===== src/rtl/wsd_pkg.sv =====
// Shared types and codes for the websocket frame deframer.
// Used by wsd_parser, wsd_out_stage and websocket_frame_deframer_top.

package wsd_pkg;

   // Parser phases
   typedef enum logic [2:0] {
      PH_HEAD = 3'd0,
      PH_LEN  = 3'd1,
      PH_EXT  = 3'd2,
      PH_KEY  = 3'd3,
      PH_DATA = 3'd4,
      PH_ERR  = 3'd5
   } phase_type;

   // Result kinds
   localparam logic [1:0] KIND_PAYLOAD = 2'd0;
   localparam logic [1:0] KIND_EMPTY   = 2'd1;
   localparam logic [1:0] KIND_ERROR   = 2'd2;

   // Message types
   localparam logic [2:0] MSG_NONE   = 3'd0;
   localparam logic [2:0] MSG_TEXT   = 3'd1;
   localparam logic [2:0] MSG_BINARY = 3'd2;
   localparam logic [2:0] MSG_CLOSE  = 3'd3;
   localparam logic [2:0] MSG_PING   = 3'd4;
   localparam logic [2:0] MSG_PONG   = 3'd5;

   // Frame opcodes
   localparam logic [3:0] OP_CONT   = 4'h0;
   localparam logic [3:0] OP_TEXT   = 4'h1;
   localparam logic [3:0] OP_BINARY = 4'h2;
   localparam logic [3:0] OP_CLOSE  = 4'h8;
   localparam logic [3:0] OP_PING   = 4'h9;
   localparam logic [3:0] OP_PONG   = 4'hA;

   // 7-bit length codes that announce an extended length
   localparam logic [6:0] LEN7_EXT16 = 7'd126;
   localparam logic [6:0] LEN7_EXT64 = 7'd127;

   typedef struct packed {
      logic       valid;
      logic [1:0] result_kind;
      logic [7:0] payload_byte;
      logic [2:0] message_type;
      logic       frame_final;
      logic       last_of_frame;
      logic       message_done;
   } result_type;

endpackage


===== src/rtl/wsd_parser.sv =====
// Frame parser state and the per-byte step logic of the deframer.
// Depends on wsd_pkg for phases, codes and the result struct.

module wsd_parser #(
   parameter int LEN_BITS = 32
) (
   input  logic                 clock,
   input  logic                 reset,
   input  logic                 step,
   input  logic [7:0]           rx_byte,
   output wsd_pkg::result_type  result
);

   wsd_pkg::phase_type  phase_ff, phase_in;
   logic [2:0]          ext_cnt_ff, ext_cnt_in;
   logic [LEN_BITS-1:0] remaining_ff, remaining_in;
   logic [31:0]         mask_key_ff, mask_key_in;
   logic [1:0]          mask_index_ff, mask_index_in;
   logic                masked_ff, masked_in;
   logic                fin_ff, fin_in;
   logic [2:0]          cur_type_ff, cur_type_in;

   logic                head_bad;
   logic [2:0]          head_type;
   logic [LEN_BITS-1:0] len7_ext;
   logic [LEN_BITS-1:0] rem_shift;
   logic [31:0]         key_shift;
   logic [7:0]          key_byte;
   logic                data_last;
   wsd_pkg::result_type empty_res;
   wsd_pkg::result_type error_res;

   always_comb begin
      head_bad  = 1'b0;
      head_type = cur_type_ff;
      case (rx_byte[3:0])
         wsd_pkg::OP_CONT:   head_type = cur_type_ff;
         wsd_pkg::OP_TEXT:   head_type = wsd_pkg::MSG_TEXT;
         wsd_pkg::OP_BINARY: head_type = wsd_pkg::MSG_BINARY;
         wsd_pkg::OP_CLOSE:  head_type = wsd_pkg::MSG_CLOSE;
         wsd_pkg::OP_PING:   head_type = wsd_pkg::MSG_PING;
         wsd_pkg::OP_PONG:   head_type = wsd_pkg::MSG_PONG;
         default:            head_bad  = 1'b1;
      endcase
   end

   always_comb begin
      case (mask_index_ff)
         2'd0:    key_byte = mask_key_ff[31:24];
         2'd1:    key_byte = mask_key_ff[23:16];
         2'd2:    key_byte = mask_key_ff[15:8];
         default: key_byte = mask_key_ff[7:0];
      endcase
   end

   assign len7_ext  = LEN_BITS'(rx_byte[6:0]);
   assign rem_shift = {remaining_ff[LEN_BITS-9:0], rx_byte};
   assign key_shift = {mask_key_ff[23:0], rx_byte};
   assign data_last = (remaining_ff == LEN_BITS'(1));

   always_comb begin
      empty_res               = '0;
      empty_res.valid         = 1'b1;
      empty_res.result_kind   = wsd_pkg::KIND_EMPTY;
      empty_res.message_type  = cur_type_ff;
      empty_res.frame_final   = fin_ff;
      empty_res.last_of_frame = 1'b1;
      empty_res.message_done  = fin_ff;
      error_res               = '0;
      error_res.valid         = 1'b1;
      error_res.result_kind   = wsd_pkg::KIND_ERROR;
   end

   always_comb begin
      phase_in      = phase_ff;
      ext_cnt_in    = ext_cnt_ff;
      remaining_in  = remaining_ff;
      mask_key_in   = mask_key_ff;
      mask_index_in = mask_index_ff;
      masked_in     = masked_ff;
      fin_in        = fin_ff;
      cur_type_in   = cur_type_ff;
      result        = '0;
      if (step) begin
         case (phase_ff)
            wsd_pkg::PH_HEAD: begin
               if (head_bad) begin
                  phase_in = wsd_pkg::PH_ERR;
                  result   = error_res;
               end else begin
                  cur_type_in = head_type;
                  fin_in      = rx_byte[7];
                  phase_in    = wsd_pkg::PH_LEN;
               end
            end
            wsd_pkg::PH_LEN: begin
               masked_in    = rx_byte[7];
               remaining_in = '0;
               if (rx_byte[6:0] == wsd_pkg::LEN7_EXT16) begin
                  ext_cnt_in = 3'd1;
                  phase_in   = wsd_pkg::PH_EXT;
               end else if (rx_byte[6:0] == wsd_pkg::LEN7_EXT64) begin
                  ext_cnt_in = 3'd7;
                  phase_in   = wsd_pkg::PH_EXT;
               end else begin
                  remaining_in = len7_ext;
                  mask_key_in  = '0;
                  if (rx_byte[7]) begin
                     ext_cnt_in = 3'd3;
                     phase_in   = wsd_pkg::PH_KEY;
                  end else begin
                     mask_index_in = '0;
                     if (rx_byte[6:0] == 7'd0) begin
                        result   = empty_res;
                        phase_in = wsd_pkg::PH_HEAD;
                        if (fin_ff) cur_type_in = wsd_pkg::MSG_NONE;
                     end else begin
                        phase_in = wsd_pkg::PH_DATA;
                     end
                  end
               end
            end
            wsd_pkg::PH_EXT: begin
               if (remaining_ff[LEN_BITS-1 -: 8] != 8'd0) begin
                  phase_in = wsd_pkg::PH_ERR;
                  result   = error_res;
               end else begin
                  remaining_in = rem_shift;
                  if (ext_cnt_ff == 3'd0) begin
                     mask_key_in = '0;
                     if (masked_ff) begin
                        ext_cnt_in = 3'd3;
                        phase_in   = wsd_pkg::PH_KEY;
                     end else begin
                        mask_index_in = '0;
                        if (rem_shift == '0) begin
                           result   = empty_res;
                           phase_in = wsd_pkg::PH_HEAD;
                           if (fin_ff) cur_type_in = wsd_pkg::MSG_NONE;
                        end else begin
                           phase_in = wsd_pkg::PH_DATA;
                        end
                     end
                  end else begin
                     ext_cnt_in = ext_cnt_ff - 3'd1;
                  end
               end
            end
            wsd_pkg::PH_KEY: begin
               mask_key_in = key_shift;
               if (ext_cnt_ff == 3'd0) begin
                  mask_index_in = '0;
                  if (remaining_ff == '0) begin
                     result   = empty_res;
                     phase_in = wsd_pkg::PH_HEAD;
                     if (fin_ff) cur_type_in = wsd_pkg::MSG_NONE;
                  end else begin
                     phase_in = wsd_pkg::PH_DATA;
                  end
               end else begin
                  ext_cnt_in = ext_cnt_ff - 3'd1;
               end
            end
            wsd_pkg::PH_DATA: begin
               mask_index_in        = mask_index_ff + 2'd1;
               remaining_in         = remaining_ff - LEN_BITS'(1);
               result.valid         = 1'b1;
               result.result_kind   = wsd_pkg::KIND_PAYLOAD;
               result.payload_byte  = masked_ff ? (rx_byte ^ key_byte) : rx_byte;
               result.message_type  = cur_type_ff;
               result.frame_final   = fin_ff;
               result.last_of_frame = data_last;
               result.message_done  = data_last & fin_ff;
               if (data_last) begin
                  phase_in = wsd_pkg::PH_HEAD;
                  if (fin_ff) cur_type_in = wsd_pkg::MSG_NONE;
               end
            end
            default: begin
               // error phase and unused codes: drop the byte
            end
         endcase
      end
   end

   always_ff @(posedge clock) begin
      if (reset) begin
         phase_ff      <= wsd_pkg::PH_HEAD;
         ext_cnt_ff    <= '0;
         remaining_ff  <= '0;
         mask_key_ff   <= '0;
         mask_index_ff <= '0;
         masked_ff     <= 1'b0;
         fin_ff        <= 1'b0;
         cur_type_ff   <= wsd_pkg::MSG_NONE;
      end else begin
         phase_ff      <= phase_in;
         ext_cnt_ff    <= ext_cnt_in;
         remaining_ff  <= remaining_in;
         mask_key_ff   <= mask_key_in;
         mask_index_ff <= mask_index_in;
         masked_ff     <= masked_in;
         fin_ff        <= fin_in;
         cur_type_ff   <= cur_type_in;
      end
   end

   a_error_sticks: assert property (@(posedge clock) disable iff (reset)
      phase_ff == wsd_pkg::PH_ERR |=> phase_ff == wsd_pkg::PH_ERR)
      else $error("parser left the error phase");

   a_error_enters: assert property (@(posedge clock) disable iff (reset)
      result.valid && result.result_kind == wsd_pkg::KIND_ERROR
      |=> phase_ff == wsd_pkg::PH_ERR)
      else $error("error result without entering the error phase");

   a_done_is_final: assert property (@(posedge clock) disable iff (reset)
      result.valid && result.message_done |-> result.last_of_frame && result.frame_final)
      else $error("message done outside a final frame end");

   a_data_nonempty: assert property (@(posedge clock) disable iff (reset)
      phase_ff == wsd_pkg::PH_DATA |-> remaining_ff != '0)
      else $error("payload phase with no bytes left");

endmodule


===== src/rtl/wsd_out_stage.sv =====
// Result register of the deframer: holds one result until the response side takes it.
// Depends on wsd_pkg for the result struct.

module wsd_out_stage (
   input  logic                clock,
   input  logic                reset,
   input  logic                load,
   input  wsd_pkg::result_type result,
   input  logic                rsp_stall,
   output logic                advance,
   output logic                rsp_valid,
   output logic [1:0]          rsp_result_kind,
   output logic [7:0]          rsp_payload_byte,
   output logic [2:0]          rsp_message_type,
   output logic                rsp_frame_final,
   output logic                rsp_last_of_frame,
   output logic                rsp_message_done
);

   logic                valid_ff, valid_in;
   wsd_pkg::result_type data_ff, data_in;

   // register is free when empty or being taken this cycle
   assign advance = !valid_ff || !rsp_stall;

   always_comb begin
      valid_in = valid_ff;
      data_in  = data_ff;
      if (load) begin
         valid_in = result.valid;
         data_in  = result;
      end else if (!rsp_stall) begin
         valid_in = 1'b0;
      end
   end

   always_ff @(posedge clock) begin
      if (reset) begin
         valid_ff <= 1'b0;
      end else begin
         valid_ff <= valid_in;
      end
   end

   always_ff @(posedge clock) begin
      data_ff <= data_in;
   end

   assign rsp_valid         = valid_ff;
   assign rsp_result_kind   = data_ff.result_kind;
   assign rsp_payload_byte  = data_ff.payload_byte;
   assign rsp_message_type  = data_ff.message_type;
   assign rsp_frame_final   = data_ff.frame_final;
   assign rsp_last_of_frame = data_ff.last_of_frame;
   assign rsp_message_done  = data_ff.message_done;

   a_no_overwrite: assert property (@(posedge clock) disable iff (reset)
      valid_ff && rsp_stall |-> !load)
      else $error("pending result overwritten");

   a_hold_stalled: assert property (@(posedge clock) disable iff (reset)
      valid_ff && rsp_stall |=> valid_ff && $stable(data_ff))
      else $error("stalled result changed");

   a_kind_range: assert property (@(posedge clock) disable iff (reset)
      valid_ff |-> data_ff.result_kind != 2'd3)
      else $error("undefined result kind");

endmodule


===== src/rtl/websocket_frame_deframer_top.sv =====
// Top level of the websocket frame deframer: request register, parser, result register.
// Depends on wsd_pkg, wsd_parser and wsd_out_stage.
//
//   channel   ports                                   direction
//   request   req_valid, req_stall, req_rx_byte       in (stall out)
//   response  rsp_valid, rsp_stall, rsp_result_kind,  out (stall in)
//             rsp_payload_byte, rsp_message_type,
//             rsp_frame_final, rsp_last_of_frame, rsp_message_done
//
// One byte per cycle sustained while rsp_stall is low; a request goes through the request
// register, then the result register, to the response; the parser step is combinational.
// Reset is synchronous and clears all parser state; no clearing pass.
// rsp_stall holds the result register, and the parser step and req_stall follow it
// once the request register is also occupied.

module websocket_frame_deframer_top #(
   parameter int LEN_BITS = 32
) (
   input  logic       clock,
   input  logic       reset,
   input  logic       req_valid,
   output logic       req_stall,
   input  logic [7:0] req_rx_byte,
   output logic       rsp_valid,
   input  logic       rsp_stall,
   output logic [1:0] rsp_result_kind,
   output logic [7:0] rsp_payload_byte,
   output logic [2:0] rsp_message_type,
   output logic       rsp_frame_final,
   output logic       rsp_last_of_frame,
   output logic       rsp_message_done
);

   logic                in_valid_ff, in_valid_in;
   logic [7:0]          in_byte_ff, in_byte_in;
   logic                advance;
   logic                step;
   logic                req_take;
   wsd_pkg::result_type result;

   assign step      = in_valid_ff && advance;
   assign req_stall = in_valid_ff && !advance;
   assign req_take  = req_valid && !req_stall;

   always_comb begin
      in_valid_in = in_valid_ff;
      in_byte_in  = in_byte_ff;
      if (req_take) begin
         in_valid_in = 1'b1;
         in_byte_in  = req_rx_byte;
      end else if (step) begin
         in_valid_in = 1'b0;
      end
   end

   always_ff @(posedge clock) begin
      if (reset) begin
         in_valid_ff <= 1'b0;
      end else begin
         in_valid_ff <= in_valid_in;
      end
   end

   always_ff @(posedge clock) begin
      in_byte_ff <= in_byte_in;
   end

   wsd_parser #(
      .LEN_BITS (LEN_BITS)
   ) u_parser (
      .clock   (clock),
      .reset   (reset),
      .step    (step),
      .rx_byte (in_byte_ff),
      .result  (result)
   );

   wsd_out_stage u_out (
      .clock             (clock),
      .reset             (reset),
      .load              (step),
      .result            (result),
      .rsp_stall         (rsp_stall),
      .advance           (advance),
      .rsp_valid         (rsp_valid),
      .rsp_result_kind   (rsp_result_kind),
      .rsp_payload_byte  (rsp_payload_byte),
      .rsp_message_type  (rsp_message_type),
      .rsp_frame_final   (rsp_frame_final),
      .rsp_last_of_frame (rsp_last_of_frame),
      .rsp_message_done  (rsp_message_done)
   );

   a_take_when_free: assert property (@(posedge clock) disable iff (reset)
      in_valid_ff && !step |=> in_valid_ff && $stable(in_byte_ff))
      else $error("held request lost or changed");

   a_step_has_request: assert property (@(posedge clock) disable iff (reset)
      step |-> in_valid_ff && advance)
      else $error("parser stepped without a request");

   a_free_accepts: assert property (@(posedge clock) disable iff (reset)
      !in_valid_ff |-> !req_stall)
      else $error("empty request register stalled");

endmodule


===== config.mk =====
export PLATFORM = sky130hd
export DESIGN_NAME = websocket_frame_deframer_top
export DESIGN_NICKNAME = d
export VERILOG_FILES = /design/src/rtl/wsd_pkg.sv /design/src/rtl/wsd_parser.sv /design/src/rtl/wsd_out_stage.sv /design/src/rtl/websocket_frame_deframer_top.sv
export SDC_FILE = /design/constraint.sdc
export NUM_CORES = 1
export LEC_CHECK = 0
export BUFFER_PORTS_ARGS = -buffer_cell sky130_fd_sc_hd__buf_2
export CORE_UTILIZATION = 39
export DETAILED_ROUTE_END_ITERATION = 8
export PLACE_DENSITY = 0.67
export SETUP_SLACK_MARGIN = 0.15
export SLEW_MARGIN = 30
export SYNTH_ARGS = -nofsm -noshare
export SYNTH_HDL_FRONTEND = slang
export SYNTH_SLANG_ARGS = --single-unit

===== constraint.sdc =====
create_clock -name clock -period 3.1 [get_ports clock]
set_clock_uncertainty 0.1 [all_clocks]
set_input_delay 0.465 -clock clock [delete_from_list [all_inputs] [get_ports clock]]
set_output_delay 0.465 -clock clock [all_outputs]
set_load 0.005 [all_outputs]

==> Flow_metrics.wiki <==
{| class="wikitable"
! Metric !! Value
|-
| Switching power summed over all nets || 0.947 mW
|-
| Internal power || 2.22 mW
|-
| Part of the total power dissipated in the clock network || 34.7%
|-
| Power per unit of standard cell area || 511 nW/um^2
|-
| Worst-case setup slack after placement || slightly below 0.5 ns
|-
| Final hold viol count || 0
|-
| Layout Area Growth over Synthesis || 11.5%
|-
| TritonCTS clock tree || built
|-
| Global-route wire length before repair || roughly 25 mm
|-
| Count of cells along the worst register-to-register path || 6
|-
| Hold buffer count at CTS || 0
|-
| Port Buffers || 29
|-
| Highest fanout seen on the critical path || 8
|-
| IO Pins || 30
|-
| Endpoint with the worst hold slack || in_byte_ff[5]
|-
| Mean cell area of the mapped netlist || 8.19 sq um
|-
| Cell family with the largest share of critical-path delay || simple AND/OR/NAND/NOR gates
|-
| Cells after synthesis || 679
|-
| Share of final-layout standard cells stronger than drive strength 1 || 12.9%
|-
| Transition at the pin with the smallest max-transition slack || around 0.74 ns
|-
| Root buf cell || sky130_fd_sc_hd__clkbuf_16
|-
| Unique cell type count in the Yosys netlist || 65
|-
| Average wire per cell in the routed design || 17.9 um
|-
| Class of the worst hold path || input pin to register
|-
| Maximum VDD drop || ~0.4 mV
|-
| Post-synth EDFFs || 24
|-
| Slew margin rel. || between 50% and 60%
|-
| Sequential-to-total area share from yosys stat || about two fifths
|-
| Number of cells upsized or downsized after cts || 0
|-
| Number of nets with antenna violations after detailed routing || 0
|-
| Total Nets Final || 707
|-
| # setup viols final || 0
|-
| Max-slew violations || 0
|-
| Total number of placement rows || 43
|-
| Maximum clock path buffer count || 2
|-
| Starting density of the core || about two fifths
|-
| Die extent in y || between 100 and 150 um
|-
| Count of vias placed by the detailed router || 5268
|-
| Inserted Clock Buffers || 9
|-
| Area of the placeable core || approximately 14000 sq um
|-
| Worst setup path category || register to register
|-
| Antenna violations before repair || 0
|-
| Via count normalized by instance count || 6.06
|-
| Net switching share of the total power || approximately 30%
|-
| Largest net degree at the start of global routing || 46
|-
| Combinational cell fraction of total power || between 10% and 20%
|-
| Worst EP required || between 3 and 4 ns
|-
| Sequential power share || 46.1%
|-
| Top achievable clock speed || 0.375 GHz
|-
| Floorplan die area || ~15000 sq um
|-
| Worst hold slack after final layout || 0.187 ns
|-
| Result of the run || complete, no violations
|-
| Ordered list of cells on the worst path || nor4_2 -> nand4_2 -> nor4_4 -> a21oi_1 -> or4_1 -> o22ai_1
|-
| Post-detailed-placement half-perimeter wirelength || roughly 11 mm
|-
| Clock sink count || 103
|-
| Gpl congestion || slightly below 1
|-
| Total wire length || approximately 16 mm
|-
| Most used DFF post-synth || sky130_fd_sc_hd__dfxtp_1
|-
| Final critical-path share of the clock period || between 80% and 90%
|-
| Most frequent cells in the layout || sky130_fd_sc_hd__nand2_1, sky130_fd_sc_hd__dfxtp_1, sky130_fd_sc_hd__nor2_1, sky130_fd_sc_hd__a21oi_1, sky130_fd_sc_hd__nand3_1
|-
| Worst flop-to-flop path endpoint || u_parser.cur_type_ff[0]
|-
| Number of global-route vias before repair || about 4800
|-
| Number of remaining DRC errors || 0
|-
| Maximum Capacitance Violations || 0
|-
| Number of buffers and inverters on the critical path || 0
|-
| Number of cells on the worst hold path || 1
|-
| Combined global-route utilization of all metal layers || a little over a fifth
|-
| Post-CTS setup buffers || 0
|-
| Number of diodes || 0
|-
| Violation count after the first detailed-route iteration || between 700 and 800
|-
| Post-synthesis cell area || 5560 sq um
|-
| H-tree Lvls || 3
|-
| Number of flip-flops and latches in the synthesized netlist || 103
|-
| Sum of negative setup slack || 0 ns
|-
| Tmin final || between 2 and 3 ns
|-
| Post-synthesis async set-or-reset flop share || 0%
|-
| Global route total overflow || 0
|-
| Most common cell after layout, fill and taps aside || sky130_fd_sc_hd__nand2_1
|-
| Source-to-sink clock delay at the later pin of the worst-skew pair || approximately 0.35 ns
|-
| Maximum cell stage delay along the critical path || 0.54 ns
|-
| CP Data Arrival Time || roughly 2.8 ns
|-
| Unrepaired setup endpoints after global routing || false
|-
| Syn_nets || 700
|-
| Setup WS post-layout || between 0.4 and 0.5 ns
|-
| Worst path slowest cell || sky130_fd_sc_hd__nor4_4
|-
| Number of warnings issued by yosys || 0
|-
| Width of the chip || 121 um
|-
| Number of detailed-routing iterations run before antenna repair || 6
|-
| Clock transition at path regs || around 0.07 ns
|-
| Static leakage power || 2.13 nW
|-
| Reg-to-Reg Start || u_parser.remaining_ff[12]
|-
| Startpoint type of the worst setup path || register
|-
| Critical path capture point type || register
|-
| R2R Setup Slk || between 0.4 and 0.5 ns
|-
| Source of the worst hold timing path || req_rx_byte[5]
|}
state kept, by name (all words and copies together) (netlist names), 2 cells and up:
| signal | count |
|---|---|
| u_out.rsp_result_kind | 2 |
| u_parser.mask_key_ff | 32 |
| u_out.rsp_payload_byte | 8 |
| u_parser.ext_cnt_ff | 3 |
| in_byte_ff | 8 |
| u_parser.phase_ff | 3 |
| u_parser.remaining_ff | 32 |
| u_parser.mask_index_ff | 2 |
| u_out.rsp_message_type | 3 |
| u_parser.cur_type_ff | 3 |
cell type report:
cell class,instances,area (sq um)
Clock inverter,5,38.8
Multi-Input combinational cell,500,3000
Clock buffer,10,250
Tap cell,180,225
Inverter,21,78.8
Sequential cell,103,2300
Timing Repair Buffer,51,314
Fill cell,1381,7670
power groups by stage:
stage / registers, mW / clock network [mW] / logic, mW
after floorplan: 1.47 / 0 / 0.431
after global placement: 1.49 / 0 / 0.592
after detailed placement: 1.49 / 0 / 0.592
after CTS: 1.46 / 1.13 / 0.594
after global routing: 1.46 / 1.18 / 0.656
final: 1.46 / 1.10 / 0.608
how the worst max path moves through the flow:
stage	start	slack, ns	cells past startpoint	end
3_3_place_gp	in_byte_ff[1]	0.48	6	u_parser.mask_key_ff[14]
5_1_grt	u_parser.remaining_ff[8]	0.22	6	u_parser.cur_type_ff[2]
3_5_place_dp	u_parser.remaining_ff[8]	0.49	6	u_parser.cur_type_ff[1]
2_1_floorplan	rsp_stall	0.67	7	u_parser.ext_cnt_ff[0]
6_report	u_parser.remaining_ff[12]	0.43	6	u_parser.cur_type_ff[0]
4_1_cts	u_parser.remaining_ff[12]	0.46	6	u_parser.cur_type_ff[0]
routing by layer:
metal,global-route usage [%],vias to the layer above,wire [um]
li1,-,2502,-
met1,31.5,2481,7100
met2,31.9,258,6990
met3,3.57,27,1190
met4,8.64,0,299
met5,0,-,0
logic make-up (layout without fill, tap and decap cells):
kind of cell | Yosys count | after routing | synth area share, %
AO/OA/AOI/OAI | 196 | 196 | 23.1
buffers and inverters | 76 | 87 | 5.33
XOR/XNOR | 13 | 13 | 2.05
AND/OR/NAND/NOR | 279 | 279 | 25.5
multiplexers | 3 | 3 | 0.562
flip-flops | 103 | 103 | 41.4
adder cells (fa/ha/maj) | 9 | 9 | 2.02
Yosys cell counts, drive strengths merged, types with 2 or more instances:
| cell type | n | area, sq um |
|---|---|---|
| clkbuf | 44 | 165 |
| nand4 | 8 | 62.6 |
| or3b | 2 | 17.5 |
| ha | 9 | 113 |
| a22oi | 21 | 158 |
| o2bb2ai | 5 | 43.8 |
| a211oi | 9 | 80.1 |
| a221oi | 6 | 52.6 |
| o21ai | 42 | 210 |
| or3 | 5 | 31.3 |
| a222oi | 8 | 80.1 |
| buf | 11 | 52.6 |
| xnor2 | 3 | 26.3 |
| dfxtp | 79 | 1580 |
| nor3b | 3 | 22.5 |
| nor4 | 14 | 145 |
| nor2 | 57 | 216 |
| a22o | 4 | 36.3 |
| a21o | 3 | 22.5 |
| edfxtp | 24 | 721 |
| nand3b | 4 | 30.0 |
| o22ai | 10 | 62.6 |
| and2 | 2 | 12.5 |
| a31oi | 7 | 43.8 |
| nand3 | 45 | 225 |
| or2 | 2 | 12.5 |
| nor3 | 27 | 140 |
| or4 | 5 | 41.3 |
| o21a | 3 | 22.5 |
| a311oi | 3 | 26.3 |
| inv | 21 | 78.8 |
| o32ai | 4 | 35.0 |
| nand2b | 8 | 50.1 |
| nand2 | 80 | 300 |
| nor2b | 9 | 56.3 |
| mux2i | 2 | 20.0 |
| and3 | 6 | 38.8 |
| a21oi | 55 | 275 |
| xor2 | 10 | 87.6 |
| a211o | 4 | 35.0 |
| o31ai | 3 | 22.5 |
through the flow:
step / instance area (sq um) / total power [mW] / utilization (%) / instances
global placement: 5910 / 2.08 / 42.5 / 854
floorplan: 5560 / 1.90 / - / 679
finish: 6210 / 3.17 / 44.7 / 870
detailed placement: 5920 / 2.08 / 42.6 / 855
CTS: 6210 / 3.19 / 44.7 / 870
global route: 6210 / 3.30 / 44.7 / 870
(Power assumes the default switching activity.)
